$ cat src/rtl/go_back_n_sender_window_defines.svh
// assertion helpers shared by the go-back-n sender window
`ifndef GO_BACK_N_SENDER_WINDOW_DEFINES_SVH
`define GO_BACK_N_SENDER_WINDOW_DEFINES_SVH

// same-cycle implication
`define GBN_ASSERT_SAME(label, clk, rst, ante, cons, msg) \
  label: assert property (@(posedge clk) disable iff (rst) (ante) |-> (cons)) \
    else $error(msg);

// next-cycle implication
`define GBN_ASSERT_NEXT(label, clk, rst, ante, cons, msg) \
  label: assert property (@(posedge clk) disable iff (rst) (ante) |=> (cons)) \
    else $error(msg);

`endif

$ cat src/rtl/gbn_pkg.sv
package gbn_pkg;

  localparam int MAX_WINDOW  = 32;
  localparam int INDEX_BITS  = 21;
  localparam int SEQ_BITS    = 32;
  localparam int WIN_BITS    = 6;
  localparam int DPC_BITS    = 20;
  localparam int DUP_BITS    = 4;
  localparam int KIND_BITS   = 2;
  localparam int ADDR_BITS   = 4;
  localparam int DATA_BITS   = 32;
  localparam int REMAIN_BITS = $clog2(MAX_WINDOW + 1);

  localparam logic [KIND_BITS-1:0] KIND_NONE = 2'd0;
  localparam logic [KIND_BITS-1:0] KIND_NEW  = 2'd1;
  localparam logic [KIND_BITS-1:0] KIND_RETX = 2'd2;

  localparam logic CMD_SEND = 1'b0;
  localparam logic CMD_ACK  = 1'b1;

  localparam logic [1:0] REG_WINDOW_SIZE   = 2'd0;
  localparam logic [1:0] REG_PACKET_COUNT  = 2'd1;
  localparam logic [1:0] REG_SEQ_OFFSET    = 2'd2;
  localparam logic [1:0] REG_DUP_THRESHOLD = 2'd3;

  localparam logic [WIN_BITS-1:0] WINDOW_SIZE_RST   = 6'd8;
  localparam logic [DUP_BITS-1:0] DUP_THRESHOLD_RST = 4'd3;

  typedef enum logic [4:0] {
    ST_IDLE,
    ST_SND_WIN,
    ST_SND_WCMP,
    ST_SND_DCMP,
    ST_SND_SEQ,
    ST_SND_INC,
    ST_EMIT0,
    ST_ACK_DIST,
    ST_ACK_GE,
    ST_ACK_LT,
    ST_ACK_SLIDE,
    ST_ACK_FIN,
    ST_ACK_DUP,
    ST_ACK_CNT,
    ST_ACK_THR,
    ST_ACK_SPAN,
    ST_BEAT
  } state_t;

  typedef struct packed {
    logic [WIN_BITS-1:0] window_size;
    logic [DPC_BITS-1:0] data_packet_count;
    logic [SEQ_BITS-1:0] seq_offset;
    logic [DUP_BITS-1:0] dup_threshold;
  } cfg_t;

  // sum = a + (inv ? ~b : b) + cin
  typedef struct packed {
    logic [SEQ_BITS-1:0] a;
    logic [SEQ_BITS-1:0] b;
    logic                inv;
    logic                cin;
  } alu_req_t;

  typedef struct packed {
    logic [SEQ_BITS-1:0] sum;
    logic                carry;
    logic                zero;
  } alu_rsp_t;

  typedef struct packed {
    logic [INDEX_BITS-1:0] window_base;
    logic [INDEX_BITS-1:0] next_index;
    logic                  finished;
  } stat_t;

endpackage

$ cat src/rtl/go_back_n_sender_window.sv
// the block takes no new transaction until it is back in idle from the last one (cmd_stall)
// the comparison and sequence-number steps go through one shared 32-bit adder/comparator stepped by the sequencer
// a retransmit burst gives one result per cycle while the output is not stalled
// reset (synchronous): window base and next index to 1, ack history and done flag cleared,
// configuration back to window 8, no packets, offset 0, threshold 3
`include "go_back_n_sender_window_defines.svh"

module go_back_n_sender_window (
  input  logic                            clk,
  input  logic                            rst,
  input  logic                            psel,
  input  logic                            penable,
  input  logic                            pwrite,
  input  logic [gbn_pkg::ADDR_BITS-1:0]   paddr,
  input  logic [gbn_pkg::DATA_BITS-1:0]   pwdata,
  output logic [gbn_pkg::DATA_BITS-1:0]   prdata,
  output logic                            pready,
  input  logic                            cmd_valid,
  output logic                            cmd_stall,
  input  logic                            command,
  input  logic [gbn_pkg::SEQ_BITS-1:0]    ack_num,
  input  logic                            ack_ok,
  output logic                            res_valid,
  input  logic                            res_stall,
  output logic [gbn_pkg::KIND_BITS-1:0]   kind,
  output logic [gbn_pkg::INDEX_BITS-1:0]  packet_index,
  output logic [gbn_pkg::SEQ_BITS-1:0]    seq_num,
  output logic                            done_res,
  output logic                            last
);

  gbn_pkg::cfg_t     cfg;
  gbn_pkg::alu_req_t alu_req;
  gbn_pkg::alu_rsp_t alu_rsp;
  gbn_pkg::stat_t    stat;
  logic              cfg_write;
  logic [1:0]        reg_sel;

  assign pready    = 1'b1;
  assign cfg_write = psel && penable && pwrite && pready;
  assign reg_sel   = paddr[3:2];

  always_ff @(posedge clk) begin
    if (rst) begin
      cfg.window_size       <= gbn_pkg::WINDOW_SIZE_RST;
      cfg.data_packet_count <= '0;
      cfg.seq_offset        <= '0;
      cfg.dup_threshold     <= gbn_pkg::DUP_THRESHOLD_RST;
    end else if (cfg_write) begin
      unique case (reg_sel)
        gbn_pkg::REG_WINDOW_SIZE:
          cfg.window_size <= pwdata[gbn_pkg::WIN_BITS-1:0];
        gbn_pkg::REG_PACKET_COUNT:
          cfg.data_packet_count <= pwdata[gbn_pkg::DPC_BITS-1:0];
        gbn_pkg::REG_SEQ_OFFSET:
          cfg.seq_offset <= pwdata[gbn_pkg::SEQ_BITS-1:0];
        gbn_pkg::REG_DUP_THRESHOLD:
          cfg.dup_threshold <= pwdata[gbn_pkg::DUP_BITS-1:0];
        default: begin
        end
      endcase
    end
  end

  always_comb begin
    unique case (reg_sel)
      gbn_pkg::REG_WINDOW_SIZE:   prdata = gbn_pkg::DATA_BITS'(cfg.window_size);
      gbn_pkg::REG_PACKET_COUNT:  prdata = gbn_pkg::DATA_BITS'(cfg.data_packet_count);
      gbn_pkg::REG_SEQ_OFFSET:    prdata = gbn_pkg::DATA_BITS'(cfg.seq_offset);
      gbn_pkg::REG_DUP_THRESHOLD: prdata = gbn_pkg::DATA_BITS'(cfg.dup_threshold);
      default:                    prdata = '0;
    endcase
  end

  gbn_alu u_alu (
    .req (alu_req),
    .rsp (alu_rsp)
  );

  gbn_ctrl u_ctrl (
    .clk          (clk),
    .rst          (rst),
    .cfg          (cfg),
    .cmd_valid    (cmd_valid),
    .cmd_stall    (cmd_stall),
    .command      (command),
    .ack_num      (ack_num),
    .ack_ok       (ack_ok),
    .res_valid    (res_valid),
    .res_stall    (res_stall),
    .kind         (kind),
    .packet_index (packet_index),
    .seq_num      (seq_num),
    .done_res     (done_res),
    .last         (last),
    .alu_req      (alu_req),
    .alu_rsp      (alu_rsp),
    .stat         (stat)
  );

  `GBN_ASSERT_SAME(a_none_is_empty, clk, rst, res_valid && kind == gbn_pkg::KIND_NONE, packet_index == '0 && seq_num == '0, "no-packet result carries an index")
  `GBN_ASSERT_NEXT(a_busy_after_take, clk, rst, cmd_valid && !cmd_stall, cmd_stall, "transaction taken but block not busy")
  `GBN_ASSERT_SAME(a_base_le_next, clk, rst, 1'b1, stat.window_base <= stat.next_index, "window base passed next index")
  `GBN_ASSERT_NEXT(a_done_sticky, clk, rst, stat.finished, stat.finished, "done flag cleared")

endmodule

$ cat src/rtl/gbn_alu.sv
module gbn_alu (
  input  gbn_pkg::alu_req_t req,
  output gbn_pkg::alu_rsp_t rsp
);

  logic [gbn_pkg::SEQ_BITS-1:0] b_eff;
  logic [gbn_pkg::SEQ_BITS:0]   total;

  assign b_eff = req.inv ? ~req.b : req.b;
  assign total = {1'b0, req.a} + {1'b0, b_eff} + {{gbn_pkg::SEQ_BITS{1'b0}}, req.cin};

  assign rsp.sum   = total[gbn_pkg::SEQ_BITS-1:0];
  assign rsp.carry = total[gbn_pkg::SEQ_BITS];
  assign rsp.zero  = (total[gbn_pkg::SEQ_BITS-1:0] == '0);

endmodule

$ cat src/rtl/gbn_ctrl.sv
module gbn_ctrl (
  input  logic                             clk,
  input  logic                             rst,
  input  gbn_pkg::cfg_t                    cfg,
  input  logic                             cmd_valid,
  output logic                             cmd_stall,
  input  logic                             command,
  input  logic [gbn_pkg::SEQ_BITS-1:0]     ack_num,
  input  logic                             ack_ok,
  output logic                             res_valid,
  input  logic                             res_stall,
  output logic [gbn_pkg::KIND_BITS-1:0]    kind,
  output logic [gbn_pkg::INDEX_BITS-1:0]   packet_index,
  output logic [gbn_pkg::SEQ_BITS-1:0]     seq_num,
  output logic                             done_res,
  output logic                             last,
  output gbn_pkg::alu_req_t                alu_req,
  input  gbn_pkg::alu_rsp_t                alu_rsp,
  output gbn_pkg::stat_t                   stat
);

  gbn_pkg::state_t state, state_next;

  logic [gbn_pkg::INDEX_BITS-1:0]  window_base;
  logic [gbn_pkg::INDEX_BITS-1:0]  next_index;
  logic [gbn_pkg::SEQ_BITS-1:0]    last_ack;
  logic [gbn_pkg::DUP_BITS-1:0]    dup_count;
  logic                            finished;
  logic [gbn_pkg::SEQ_BITS-1:0]    ack_hold;
  logic [gbn_pkg::SEQ_BITS-1:0]    scratch;
  logic                            hit;
  logic [gbn_pkg::INDEX_BITS-1:0]  cur;
  logic [gbn_pkg::REMAIN_BITS-1:0] remain;

  logic                         out_free;
  logic                         emit;
  logic [gbn_pkg::WIN_BITS-1:0] win;
  logic                         span_big;

  assign out_free = !res_valid || !res_stall;
  assign emit     = out_free && (state == gbn_pkg::ST_SND_SEQ || state == gbn_pkg::ST_EMIT0 ||
                                 state == gbn_pkg::ST_BEAT);
  assign win = (cfg.window_size > gbn_pkg::WIN_BITS'(gbn_pkg::MAX_WINDOW)) ?
               gbn_pkg::WIN_BITS'(gbn_pkg::MAX_WINDOW) : cfg.window_size;
  assign span_big = (alu_rsp.sum > gbn_pkg::SEQ_BITS'(gbn_pkg::MAX_WINDOW));

  assign stat.window_base = window_base;
  assign stat.next_index  = next_index;
  assign stat.finished    = finished;

  always_comb begin
    state_next = state;
    unique case (state)
      gbn_pkg::ST_IDLE: begin
        if (cmd_valid) begin
          if (command == gbn_pkg::CMD_SEND) begin
            state_next = gbn_pkg::ST_SND_WIN;
          end else if (!ack_ok || finished) begin
            state_next = gbn_pkg::ST_EMIT0;
          end else begin
            state_next = gbn_pkg::ST_ACK_DIST;
          end
        end
      end
      gbn_pkg::ST_SND_WIN:  state_next = gbn_pkg::ST_SND_WCMP;
      gbn_pkg::ST_SND_WCMP: begin
        // next_index < base + window
        if (!finished && !alu_rsp.carry) begin
          state_next = gbn_pkg::ST_SND_DCMP;
        end else begin
          state_next = gbn_pkg::ST_EMIT0;
        end
      end
      gbn_pkg::ST_SND_DCMP: begin
        // next_index <= packet count + 1
        if (!alu_rsp.carry || alu_rsp.zero) begin
          state_next = gbn_pkg::ST_SND_SEQ;
        end else begin
          state_next = gbn_pkg::ST_EMIT0;
        end
      end
      gbn_pkg::ST_SND_SEQ: begin
        if (out_free) begin
          state_next = gbn_pkg::ST_SND_INC;
        end
      end
      gbn_pkg::ST_SND_INC:  state_next = gbn_pkg::ST_IDLE;
      gbn_pkg::ST_EMIT0: begin
        if (out_free) begin
          state_next = gbn_pkg::ST_IDLE;
        end
      end
      gbn_pkg::ST_ACK_DIST: state_next = gbn_pkg::ST_ACK_GE;
      gbn_pkg::ST_ACK_GE:   state_next = gbn_pkg::ST_ACK_LT;
      gbn_pkg::ST_ACK_LT: begin
        if (hit && !alu_rsp.carry) begin
          state_next = gbn_pkg::ST_ACK_SLIDE;
        end else begin
          state_next = gbn_pkg::ST_ACK_FIN;
        end
      end
      gbn_pkg::ST_ACK_SLIDE: state_next = gbn_pkg::ST_ACK_FIN;
      gbn_pkg::ST_ACK_FIN: begin
        if (alu_rsp.zero) begin
          state_next = gbn_pkg::ST_EMIT0;
        end else begin
          state_next = gbn_pkg::ST_ACK_DUP;
        end
      end
      gbn_pkg::ST_ACK_DUP: begin
        if (alu_rsp.zero) begin
          state_next = gbn_pkg::ST_ACK_CNT;
        end else begin
          state_next = gbn_pkg::ST_EMIT0;
        end
      end
      gbn_pkg::ST_ACK_CNT: state_next = gbn_pkg::ST_ACK_THR;
      gbn_pkg::ST_ACK_THR: begin
        if (alu_rsp.carry) begin
          state_next = gbn_pkg::ST_ACK_SPAN;
        end else begin
          state_next = gbn_pkg::ST_EMIT0;
        end
      end
      gbn_pkg::ST_ACK_SPAN: begin
        if (alu_rsp.carry && !alu_rsp.zero) begin
          state_next = gbn_pkg::ST_BEAT;
        end else begin
          state_next = gbn_pkg::ST_EMIT0;
        end
      end
      gbn_pkg::ST_BEAT: begin
        if (out_free && remain == gbn_pkg::REMAIN_BITS'(1)) begin
          state_next = gbn_pkg::ST_IDLE;
        end
      end
      default: state_next = gbn_pkg::ST_IDLE;
    endcase
  end

  always_comb begin
    cmd_stall   = (state != gbn_pkg::ST_IDLE);
    alu_req     = '0;
    unique case (state)
      gbn_pkg::ST_SND_WIN: begin
        alu_req.a = gbn_pkg::SEQ_BITS'(window_base);
        alu_req.b = gbn_pkg::SEQ_BITS'(win);
      end
      gbn_pkg::ST_SND_WCMP: begin
        alu_req.a   = gbn_pkg::SEQ_BITS'(next_index);
        alu_req.b   = scratch;
        alu_req.inv = 1'b1;
        alu_req.cin = 1'b1;
      end
      gbn_pkg::ST_SND_DCMP: begin
        // a - b - 1: zero when a == b + 1
        alu_req.a   = gbn_pkg::SEQ_BITS'(next_index);
        alu_req.b   = gbn_pkg::SEQ_BITS'(cfg.data_packet_count);
        alu_req.inv = 1'b1;
      end
      gbn_pkg::ST_SND_SEQ: begin
        alu_req.a = cfg.seq_offset;
        alu_req.b = gbn_pkg::SEQ_BITS'(next_index);
      end
      gbn_pkg::ST_SND_INC: begin
        alu_req.a   = gbn_pkg::SEQ_BITS'(next_index);
        alu_req.cin = 1'b1;
      end
      gbn_pkg::ST_ACK_DIST: begin
        alu_req.a   = ack_hold;
        alu_req.b   = cfg.seq_offset;
        alu_req.inv = 1'b1;
        alu_req.cin = 1'b1;
      end
      gbn_pkg::ST_ACK_GE: begin
        alu_req.a   = scratch;
        alu_req.b   = gbn_pkg::SEQ_BITS'(window_base);
        alu_req.inv = 1'b1;
        alu_req.cin = 1'b1;
      end
      gbn_pkg::ST_ACK_LT: begin
        alu_req.a   = scratch;
        alu_req.b   = gbn_pkg::SEQ_BITS'(next_index);
        alu_req.inv = 1'b1;
        alu_req.cin = 1'b1;
      end
      gbn_pkg::ST_ACK_SLIDE: begin
        alu_req.a   = scratch;
        alu_req.cin = 1'b1;
      end
      gbn_pkg::ST_ACK_FIN: begin
        alu_req.a   = scratch;
        alu_req.b   = gbn_pkg::SEQ_BITS'(cfg.data_packet_count);
        alu_req.inv = 1'b1;
      end
      gbn_pkg::ST_ACK_DUP: begin
        alu_req.a   = ack_hold;
        alu_req.b   = last_ack;
        alu_req.inv = 1'b1;
        alu_req.cin = 1'b1;
      end
      gbn_pkg::ST_ACK_CNT: begin
        alu_req.a   = gbn_pkg::SEQ_BITS'(dup_count);
        alu_req.cin = 1'b1;
      end
      gbn_pkg::ST_ACK_THR: begin
        alu_req.a   = gbn_pkg::SEQ_BITS'(dup_count);
        alu_req.b   = gbn_pkg::SEQ_BITS'(cfg.dup_threshold);
        alu_req.inv = 1'b1;
        alu_req.cin = 1'b1;
      end
      gbn_pkg::ST_ACK_SPAN: begin
        alu_req.a   = gbn_pkg::SEQ_BITS'(next_index);
        alu_req.b   = gbn_pkg::SEQ_BITS'(window_base);
        alu_req.inv = 1'b1;
        alu_req.cin = 1'b1;
      end
      gbn_pkg::ST_BEAT: begin
        alu_req.a = cfg.seq_offset;
        alu_req.b = gbn_pkg::SEQ_BITS'(cur);
      end
      default: begin
        alu_req = '0;
      end
    endcase
  end

  always_ff @(posedge clk) begin
    if (rst) begin
      state       <= gbn_pkg::ST_IDLE;
      window_base <= gbn_pkg::INDEX_BITS'(1);
      next_index  <= gbn_pkg::INDEX_BITS'(1);
      last_ack    <= '0;
      dup_count   <= '0;
      finished    <= 1'b0;
      res_valid   <= 1'b0;
    end else begin
      state <= state_next;
      if (emit) begin
        res_valid <= 1'b1;
      end else if (!res_stall) begin
        res_valid <= 1'b0;
      end
      case (state)
        gbn_pkg::ST_IDLE: begin
          if (cmd_valid) begin
            ack_hold <= ack_num;
          end
        end
        gbn_pkg::ST_SND_WIN: scratch <= alu_rsp.sum;
        gbn_pkg::ST_SND_SEQ: begin
          if (out_free) begin
            kind         <= gbn_pkg::KIND_NEW;
            packet_index <= next_index;
            seq_num      <= alu_rsp.sum;
            done_res     <= finished;
            last         <= 1'b1;
          end
        end
        gbn_pkg::ST_SND_INC: next_index <= alu_rsp.sum[gbn_pkg::INDEX_BITS-1:0];
        gbn_pkg::ST_EMIT0: begin
          if (out_free) begin
            kind         <= gbn_pkg::KIND_NONE;
            packet_index <= '0;
            seq_num      <= '0;
            done_res     <= finished;
            last         <= 1'b1;
          end
        end
        gbn_pkg::ST_ACK_DIST:  scratch <= alu_rsp.sum;
        gbn_pkg::ST_ACK_GE:    hit <= alu_rsp.carry;
        gbn_pkg::ST_ACK_SLIDE: window_base <= alu_rsp.sum[gbn_pkg::INDEX_BITS-1:0];
        gbn_pkg::ST_ACK_FIN: begin
          if (alu_rsp.zero) begin
            finished <= 1'b1;
          end
        end
        gbn_pkg::ST_ACK_DUP: begin
          if (!alu_rsp.zero) begin
            last_ack  <= ack_hold;
            dup_count <= '0;
          end
        end
        gbn_pkg::ST_ACK_CNT: dup_count <= alu_rsp.sum[gbn_pkg::DUP_BITS-1:0];
        gbn_pkg::ST_ACK_THR: begin
          if (alu_rsp.carry) begin
            dup_count <= '0;
          end
        end
        gbn_pkg::ST_ACK_SPAN: begin
          // burst length capped at the largest window
          cur    <= window_base;
          remain <= span_big ? gbn_pkg::REMAIN_BITS'(gbn_pkg::MAX_WINDOW) :
                               alu_rsp.sum[gbn_pkg::REMAIN_BITS-1:0];
        end
        gbn_pkg::ST_BEAT: begin
          if (out_free) begin
            kind         <= gbn_pkg::KIND_RETX;
            packet_index <= cur;
            seq_num      <= alu_rsp.sum;
            done_res     <= finished;
            last         <= (remain == gbn_pkg::REMAIN_BITS'(1));
            cur          <= cur + gbn_pkg::INDEX_BITS'(1);
            remain       <= remain - gbn_pkg::REMAIN_BITS'(1);
          end
        end
        default: begin
        end
      endcase
    end
  end

endmodule
$ cat config.mk
export PLATFORM = sky130hd
export DESIGN_NAME = go_back_n_sender_window
export DESIGN_NICKNAME = d
export VERILOG_FILES = /design/src/rtl/gbn_pkg.sv /design/src/rtl/go_back_n_sender_window.sv /design/src/rtl/gbn_alu.sv /design/src/rtl/gbn_ctrl.sv
export VERILOG_INCLUDE_DIRS = /design/src /design/src/rtl
export SDC_FILE = /design/constraint.sdc
export NUM_CORES = 1
export LEC_CHECK = 0
export BUFFER_PORTS_ARGS = -buffer_cell sky130_fd_sc_hd__buf_2
export CAP_MARGIN = 30
export CORE_UTILIZATION = 45
export DETAILED_ROUTE_END_ITERATION = 6
export PLACE_DENSITY_LB_ADDON = 0.05
export SLEW_MARGIN = 20
export SYNTH_ARGS = -nofsm -noshare
export SYNTH_HDL_FRONTEND = slang
export SYNTH_SLANG_ARGS = --single-unit
$ cat constraint.sdc
create_clock -name clk -period 7.6 [get_ports clk]
set_input_delay 1.52 -clock clk [delete_from_list [all_inputs] [get_ports clk]]
set_output_delay 1.52 -clock clk [all_outputs]
set_load 0.01 [all_outputs]
==> results of run 1 <==
## cell type report
cell class	instances	area share [%]
multi-input cells	1296	43.46
flip-flops and latches	296	39.65
repair buffers	218	6.855
clock buffers	51	5.605
well taps	455	3.043
inverters	39	0.7825
clock inverters	12	0.6086
## power groups by stage
stage          Clock [mW]  Combinational [mW]  Sequential, mW
5_1_grt              1.80                2.33            1.98
2_1_floorplan           0                1.38            1.97
3_5_place_dp            0                2.13            1.99
6_report             1.71                2.18            1.97
3_3_place_gp            0                2.12            1.99
4_1_cts              1.74                2.14            1.96
## registers in the layout, indices dropped and copies added, names as in the netlist
signal,count
u_ctrl.kind,2
u_ctrl.state,5
u_ctrl.dup_count,4
u_ctrl.res_valid,1
u_ctrl.ack_hold,32
u_ctrl.next_index,21
u_ctrl.hit,1
u_ctrl.last_ack,32
u_ctrl.packet_index,21
u_ctrl.seq_num,32
u_ctrl.window_base,21
u_ctrl.remain,6
u_ctrl.finished,1
cfg,62
u_ctrl.scratch,32
u_ctrl.cur,21
u_ctrl.last,1
u_ctrl.done_res,1
## worst reg2reg max path, delay by kind of cell, from the launching register on
kind                       cells  cell delay, ps
AOI/OAI and AO/OA              8            2430
adders and majority gates      2             910
DFF                            1             550
and+or+nand+nor                7            2010
buffers and inverters          2             550
muxes                          1             180
## placed cells by master, fill, tap and decap left out, types with 33 or more instances in the layout
| master | count |
|---|---|
| and2_1 | 36 |
| nor2_1 | 95 |
| inv_1 | 38 |
| ha_1 | 34 |
| edfxtp_1 | 149 |
| clkbuf_16 | 37 |
| o21ai_0 | 59 |
| nand2b_1 | 73 |
| mux2i_1 | 42 |
| buf_4 | 50 |
| dfxtp_1 | 147 |
| a222oi_1 | 80 |
| a22o_1 | 34 |
| nand2_1 | 312 |
| buf_2 | 164 |
| nand3_1 | 62 |
| xnor2_1 | 33 |
| a21oi_1 | 128 |
## per-stage QoR
step / utilization [%] / setup slack (ps) / total power, mW / cell area [µm²]
after floorplan: - / 2176 / 3.343 / 16120
after global placement: 50.14 / 963.6 / 4.112 / 17490
after detailed placement: 50.30 / 907.9 / 4.127 / 17550
after CTS: 53.63 / 894.3 / 5.842 / 18710
after global routing: 53.63 / 451.2 / 6.106 / 18710
final: 53.63 / 836.1 / 5.852 / 18710
## layer usage
metal	vias to the layer above	GRT usage (%)	wire [µm]
met1	6972	42.90	24530
met2	772	46.93	24710
met5	-	0	8
met3	82	7.472	6094
met4	2	7.326	1034
li1	6724	-	-
## logic make-up after synthesis
kind of cell / after synthesis
compound gates: 446
simple gates: 707
other cells: 1
buf+inv: 164
fa+ha+maj: 36
mux: 48
xor+xnor: 58
flops: 296
## Yosys cell counts (5+ instances only)
library cell	number	share of area (%)
a211o_1	6	0.33
a211oi_1	13	0.61
a21o_1	19	0.89
a21oi_1	129	4.0
a221oi_1	10	0.54
a222oi_1	80	5.0
a22o_1	34	1.8
a22oi_1	17	0.79
a31oi_1	11	0.43
and2_1	37	1.4
and3_1	20	0.78
buf_1	5	0.12
clkbuf_1	111	2.6
dfxtp_1	147	18
edfxtp_1	149	28
ha_1	34	2.6
inv_1	38	0.89
mux2i_1	42	2.6
nand2_1	312	7.3
nand2b_1	73	2.8
nand3_1	62	1.9
nand3b_1	5	0.23
nand4_1	9	0.35
nor2_1	100	2.3
nor2b_1	25	0.97
nor3_1	27	0.84
nor4_1	8	0.31
o211ai_1	7	0.33
o21a_1	8	0.37
o21ai_0	59	1.8
o22ai_1	8	0.31
or3_1	12	0.47
xnor2_1	33	1.8
xor2_1	25	1.4
## worst max path at each step
stage / startpoint / to / cells after the start / slack, ps
floorplan: u_ctrl.state[3] / u_ctrl.last_ack[10] / 25 / 2180
global placement: u_ctrl.state[2] / u_ctrl.last_ack[18] / 21 / 960
detailed placement: u_ctrl.state[2] / u_ctrl.last_ack[23] / 21 / 910
CTS: u_ctrl.state[2] / u_ctrl.last_ack[23] / 21 / 890
global route: u_ctrl.state[0] / u_ctrl.last_ack[16] / 21 / 450
finish: u_ctrl.state[2] / u_ctrl.last_ack[12] / 20 / 840
==> impl_metrics.tcl, run 1 <==
set metrics [dict create \
    status "complete, but fails checks" \
    violations "design-rule violations" \
    wirelength_um 56370 \
    synth.avg_cell_area_um2 9.177 \
    rsz0062_at_grt "false" \
    gp_congestion 0.8976 \
    grt_pass1_wl_um 83830 \
    postSynthCellCount 1756 \
    synth-compound-area-share_pct 19.82 \
    grt_pass1_vias 13600 \
    worstMarginPinSlew_ps 1029 \
    worstReg2RegStart "u_ctrl.state[2]" \
    routedWlPerCell_um 23.82 \
    htree_num_levels 2 \
    cp_cell_sequence "or3_1 -> or3_2 -> buf_4 -> o21ai_4 -> a22oi_1 -> nand2_1 -> a21oi_1 -> fa_1 -> fa_1 -> nand2b_1 -> a21oi_1 -> o31ai_1 -> a21boi_0 -> o21ai_0 -> a222oi_1 -> and4b_1 -> nand4_1 -> and2_2 -> buf_12 -> mux2i_1" \
    chipWidth_um 191.2 \
    power_frac_seq_pct 33.6 \
    crit_buf_inv 2 \
    required_ps 8000 \
    grt-ovfl-total 0 \
    max_slew_margin_pct 30.76 \
    cts.clk_slew.worst_paths_ps 60 \
    diodes 0 \
    placed_cells 2304 \
    yosys.cell_types.count 77 \
    pwr-share-clk_pct 29.2 \
    syn_nets 1869 \
    pin_count 169 \
    fin_skew_ps 15.00 \
    period_minus_slack_ps 6764 \
    ir_drop_uv 189.2 \
    via_per_inst 6.148 \
    dieArea_mm2 0.03657 \
    area_growth_pct 16.09 \
    slowest_stage "dfxtp_1" \
    holdCritPathClass "register to register" \
    cts.sinks 296 \
    grt_max_degree 113 \
    synth_top_family_by_area "simple AND/OR/NAND/NOR gates" \
    p_int_mw 3.613 \
    async_flop_share_pct 0 \
    hpwl_um 38740 \
    cts_resized 0 \
    muxShareOfSynthArea_pct 3.307 \
    comb_power_share_pct 37.2 \
    synth-main-ff-cell "edfxtp_1" \
    hold_buffers 0 \
    p_sw_mw 2.239 \
    fp-row-count 68 \
    min_path_cells 2 \
    drv_cap 0 \
    fin_cells 2367 \
    setup_viol 0 \
    reg2reg_depth 20 \
    path_class "register to register" \
    rrSetupSlack_ps 840 \
    power.density_mw_per_mm2 312.8 \
    grtUsageTotal_pct 30.52 \
    critPathMaxFanout 53 \
    antenna_found_initial 2 \
    num-nets-final 2000 \
    remaining_drc_errors 13 \
    finalSetupTns_ps 0 \
    max_freq_mhz 147.8 \
    synthAdderAreaFrac_pct 2.888 \
    core_area_mm2 0.03488 \
    drtIter0Drc 1932 \
    ys_ff_latch 296 \
    start_util_pct 46.20 \
    worstSetupEndpointType "register" \
    worstPathArrival_ps 7170 \
    cp_top_family "compound AO/OA/AOI/OAI gates" \
    synthSimpleGateAreaFrac_pct 20.61 \
    clock-root-buffer "clkbuf_16" \
    final_max_slew_viol_count 0 \
    syn_area_mm2 0.01612 \
    detail-route-antenna-nets 0 \
    synth_warnings 0 \
    cts_tree "built" \
    multi_input_area_mm2 0.008130 \
    port_buffers 165 \
    clockBufferDepth 3 \
    switching_share_pct 38.26 \
    startpoint_type "register" \
    regToRegEndpoint "u_ctrl.last_ack[12]" \
    hold_viol_final 0 \
    synth_xor_area_share_pct 3.152 \
    nFillCells 3247 \
    hold_path_end "u_ctrl.last_ack[30]" \
    worstHoldStart "u_ctrl.last_ack[30]" \
    clk_latency_ps 530 \
    power.leakage_nw 7.117 \
    post_cts_buffers 0 \
    seq_area_frac_synth_pct 46.02 \
    seqCellArea_mm2 0.007417 \
    die_h_um 191.2 \
    cpPeakStageDelay_ps 550 \
    tritoncts.num_buffers 36 \
    min_period_over_period_pct 89.00 \
    drt_first_pass_iters 7 \
    hold-worst-slack_ps 474.6 \
    synth_edf_count 149 \
    drive_gt1_share_pct 16.16 \
    vias 14550 \
]
No activity file was read; power rests on OpenSTA's default activity.
==> run 2: changes to the inputs <==
Settings changed: PLACE_DENSITY from default to 0.64, PLACE_DENSITY_LB_ADDON 0.05 to default.
==> run 2 against run 1 <==
Against the previous run:
- the flow still finishes with violations (design-rule violations)
- flip-flop and latch count unchanged
- final cell count about the same
- fmax down 4.3%
- worst setup slack worse by 300 ps
- die area unchanged
- non-clock buffer count down 1
- largest power group unchanged
- critical path depth up 1
- via count up 0.51%
- critical endpoint is now u_ctrl.last_ack[13]
- routed wire length down 2.3%
- sequential share of layout area up 0.061 points
- clock power about the same
==> impl_metrics.tcl, run 2 (synthesized netlist as in run 1, its figures left out) <==
set metrics [dict create \
    status "complete, but fails checks" \
    violations "design-rule violations" \
    path_class "register to register" \
    remaining_drc_errors 4 \
    chipWidth_um 191.2 \
    pin_count 169 \
    core_area_mm2 0.03488 \
    drv_cap 0 \
    vias 14630 \
    antenna_found_initial 1 \
    htree_num_levels 2 \
    via_per_inst 6.182 \
    grt-ovfl-total 0 \
    fp-row-count 68 \
    rsz0062_at_grt "false" \
    finalSetupTns_ps 0 \
    fin_cells 2366 \
    comb_power_share_pct 36.5 \
    dieArea_mm2 0.03657 \
    reg2reg_depth 21 \
    worstSetupEndpointType "register" \
    ir_drop_uv 166.2 \
    final_common_cell "nand2_1" \
    pwr-share-clk_pct 29.5 \
    drive_gt1_share_pct 15.96 \
    worstPathArrival_ps 7460 \
    num-nets-final 1998 \
    fin_skew_ps 16.38 \
    die_h_um 191.2 \
    post_cts_buffers 0 \
    critPathMaxFanout 32 \
    drtIter0Drc 2178 \
    clockBufferDepth 3 \
    start_util_pct 46.20 \
    worstMarginPinSlew_ps 965.5 \
    worstReg2RegStart "u_ctrl.state[0]" \
    cts_resized 0 \
    largest_register_ffs 62 \
    regToRegEndpoint "u_ctrl.last_ack[13]" \
    min_period_over_period_pct 92.95 \
    grtUsageTotal_pct 30.01 \
    hold_buffers 0 \
    holdCritPathClass "register to register" \
    slowest_stage "dfxtp_1" \
    cp_cell_sequence "nand2_1 -> nor3_2 -> buf_4 -> or2_2 -> a22oi_1 -> nand2_1 -> a21oi_1 -> fa_1 -> fa_1 -> nand2b_1 -> a21oi_1 -> o31ai_1 -> a31oi_1 -> xnor2_1 -> inv_1 -> or3_1 -> nor4_2 -> nand4_1 -> and2_2 -> buf_12 -> mux2i_1" \
    grt_max_degree 72 \
    grt_pass1_vias 13940 \
    top_register "cfg" \
    routedWlPerCell_um 23.29 \
    detail-route-antenna-nets 0 \
    power_frac_seq_pct 34.0 \
    cts.sinks 296 \
    clk_latency_ps 530 \
    diodes 0 \
    required_ps 8000 \
    p_int_mw 3.601 \
    setup_viol 0 \
    tritoncts.num_buffers 35 \
    final_max_slew_viol_count 0 \
    wirelength_um 55090 \
    hold_viol_final 0 \
    cts_tree "built" \
    switching_share_pct 38.14 \
    hold_path_end "u_ctrl.done_res" \
    max_freq_mhz 141.6 \
    crit_buf_inv 3 \
    power.density_mw_per_mm2 311.7 \
    max_slew_margin_pct 35.47 \
    p_sw_mw 2.220 \
    worstHoldStart "u_ctrl.finished" \
    drt_first_pass_iters 7 \
    port_buffers 165 \
    gp_congestion 0.9314 \
    grt_pass1_wl_um 83220 \
    cts.clk_slew.worst_paths_ps 60 \
    clock-root-buffer "clkbuf_16" \
    rrSetupSlack_ps 540 \
    power.leakage_nw 7.096 \
    hpwl_um 38630 \
    area_growth_pct 15.91 \
    cpPeakStageDelay_ps 810 \
    min_path_cells 0 \
    cp_top_family "simple AND/OR/NAND/NOR gates" \
    nFillCells 3193 \
    layout_common_cells "nand2_1 (312), buf_2 (165), edfxtp_1 (149)" \
    period_minus_slack_ps 7064 \
    startpoint_type "register" \
    placed_cells 2301 \
]
-- run 2: power by group through the flow --
stage | Combinational [mW] | Sequential [mW] | Clock [mW]
6_report | 2.13 | 1.98 | 1.72
5_1_grt | 2.30 | 1.99 | 1.80
4_1_cts | 2.09 | 1.97 | 1.73
3_5_place_dp | 2.08 | 2.01 | 0
3_3_place_gp | 2.05 | 2.01 | 0
2_1_floorplan | 1.38 | 1.97 | 0
-- run 2: how the worst max path moves through the flow --
stage / start / to / slack (ps) / cells past startpoint
6_report: u_ctrl.state[0] / u_ctrl.last_ack[13] / 540 / 21
5_1_grt: u_ctrl.state[0] / u_ctrl.last_ack[13] / 120 / 21
4_1_cts: u_ctrl.state[0] / u_ctrl.last_ack[13] / 700 / 21
3_5_place_dp: u_ctrl.state[0] / u_ctrl.last_ack[13] / 750 / 21
3_3_place_gp: u_ctrl.state[0] / u_ctrl.last_ack[12] / 760 / 21
2_1_floorplan: u_ctrl.state[3] / u_ctrl.last_ack[10] / 2180 / 25
-- run 2: layout make-up --
| cell class | instances | area, µm² | area share (%) |
|---|---|---|---|
| timing repair buffer | 217 | 1254 | 6.712 |
| sequential | 296 | 7417 | 39.71 |
| clock inverter | 17 | 202.7 | 1.085 |
| inverter | 39 | 146.4 | 0.7837 |
| clock buffer | 46 | 959.7 | 5.138 |
| tap | 455 | 569.3 | 3.048 |
| multi-input combinational | 1296 | 8130 | 43.53 |
-- run 2: per-stage QoR --
| step | utilization, % | hold slack [ps] | cell area [µm²] | total power [mW] | setup WS, ps |
|---|---|---|---|---|---|
| after floorplan | - | 408.2 | 16120 | 3.343 | 2176 |
| after global placement | 50.03 | 416.3 | 17450 | 4.058 | 759.5 |
| after detailed placement | 50.16 | 422.8 | 17500 | 4.085 | 749.3 |
| after CTS | 53.49 | 437.3 | 18660 | 5.797 | 696.0 |
| after global routing | 53.55 | 452.8 | 18680 | 6.090 | 124.7 |
| final | 53.55 | 445.4 | 18680 | 5.822 | 535.6 |
-- run 2: layer usage --
layer,wire length [µm],track usage (%)
met4,1547,9.158
met2,23650,45.05
met3,5515,5.710
met1,24370,43.43
met5,9,0
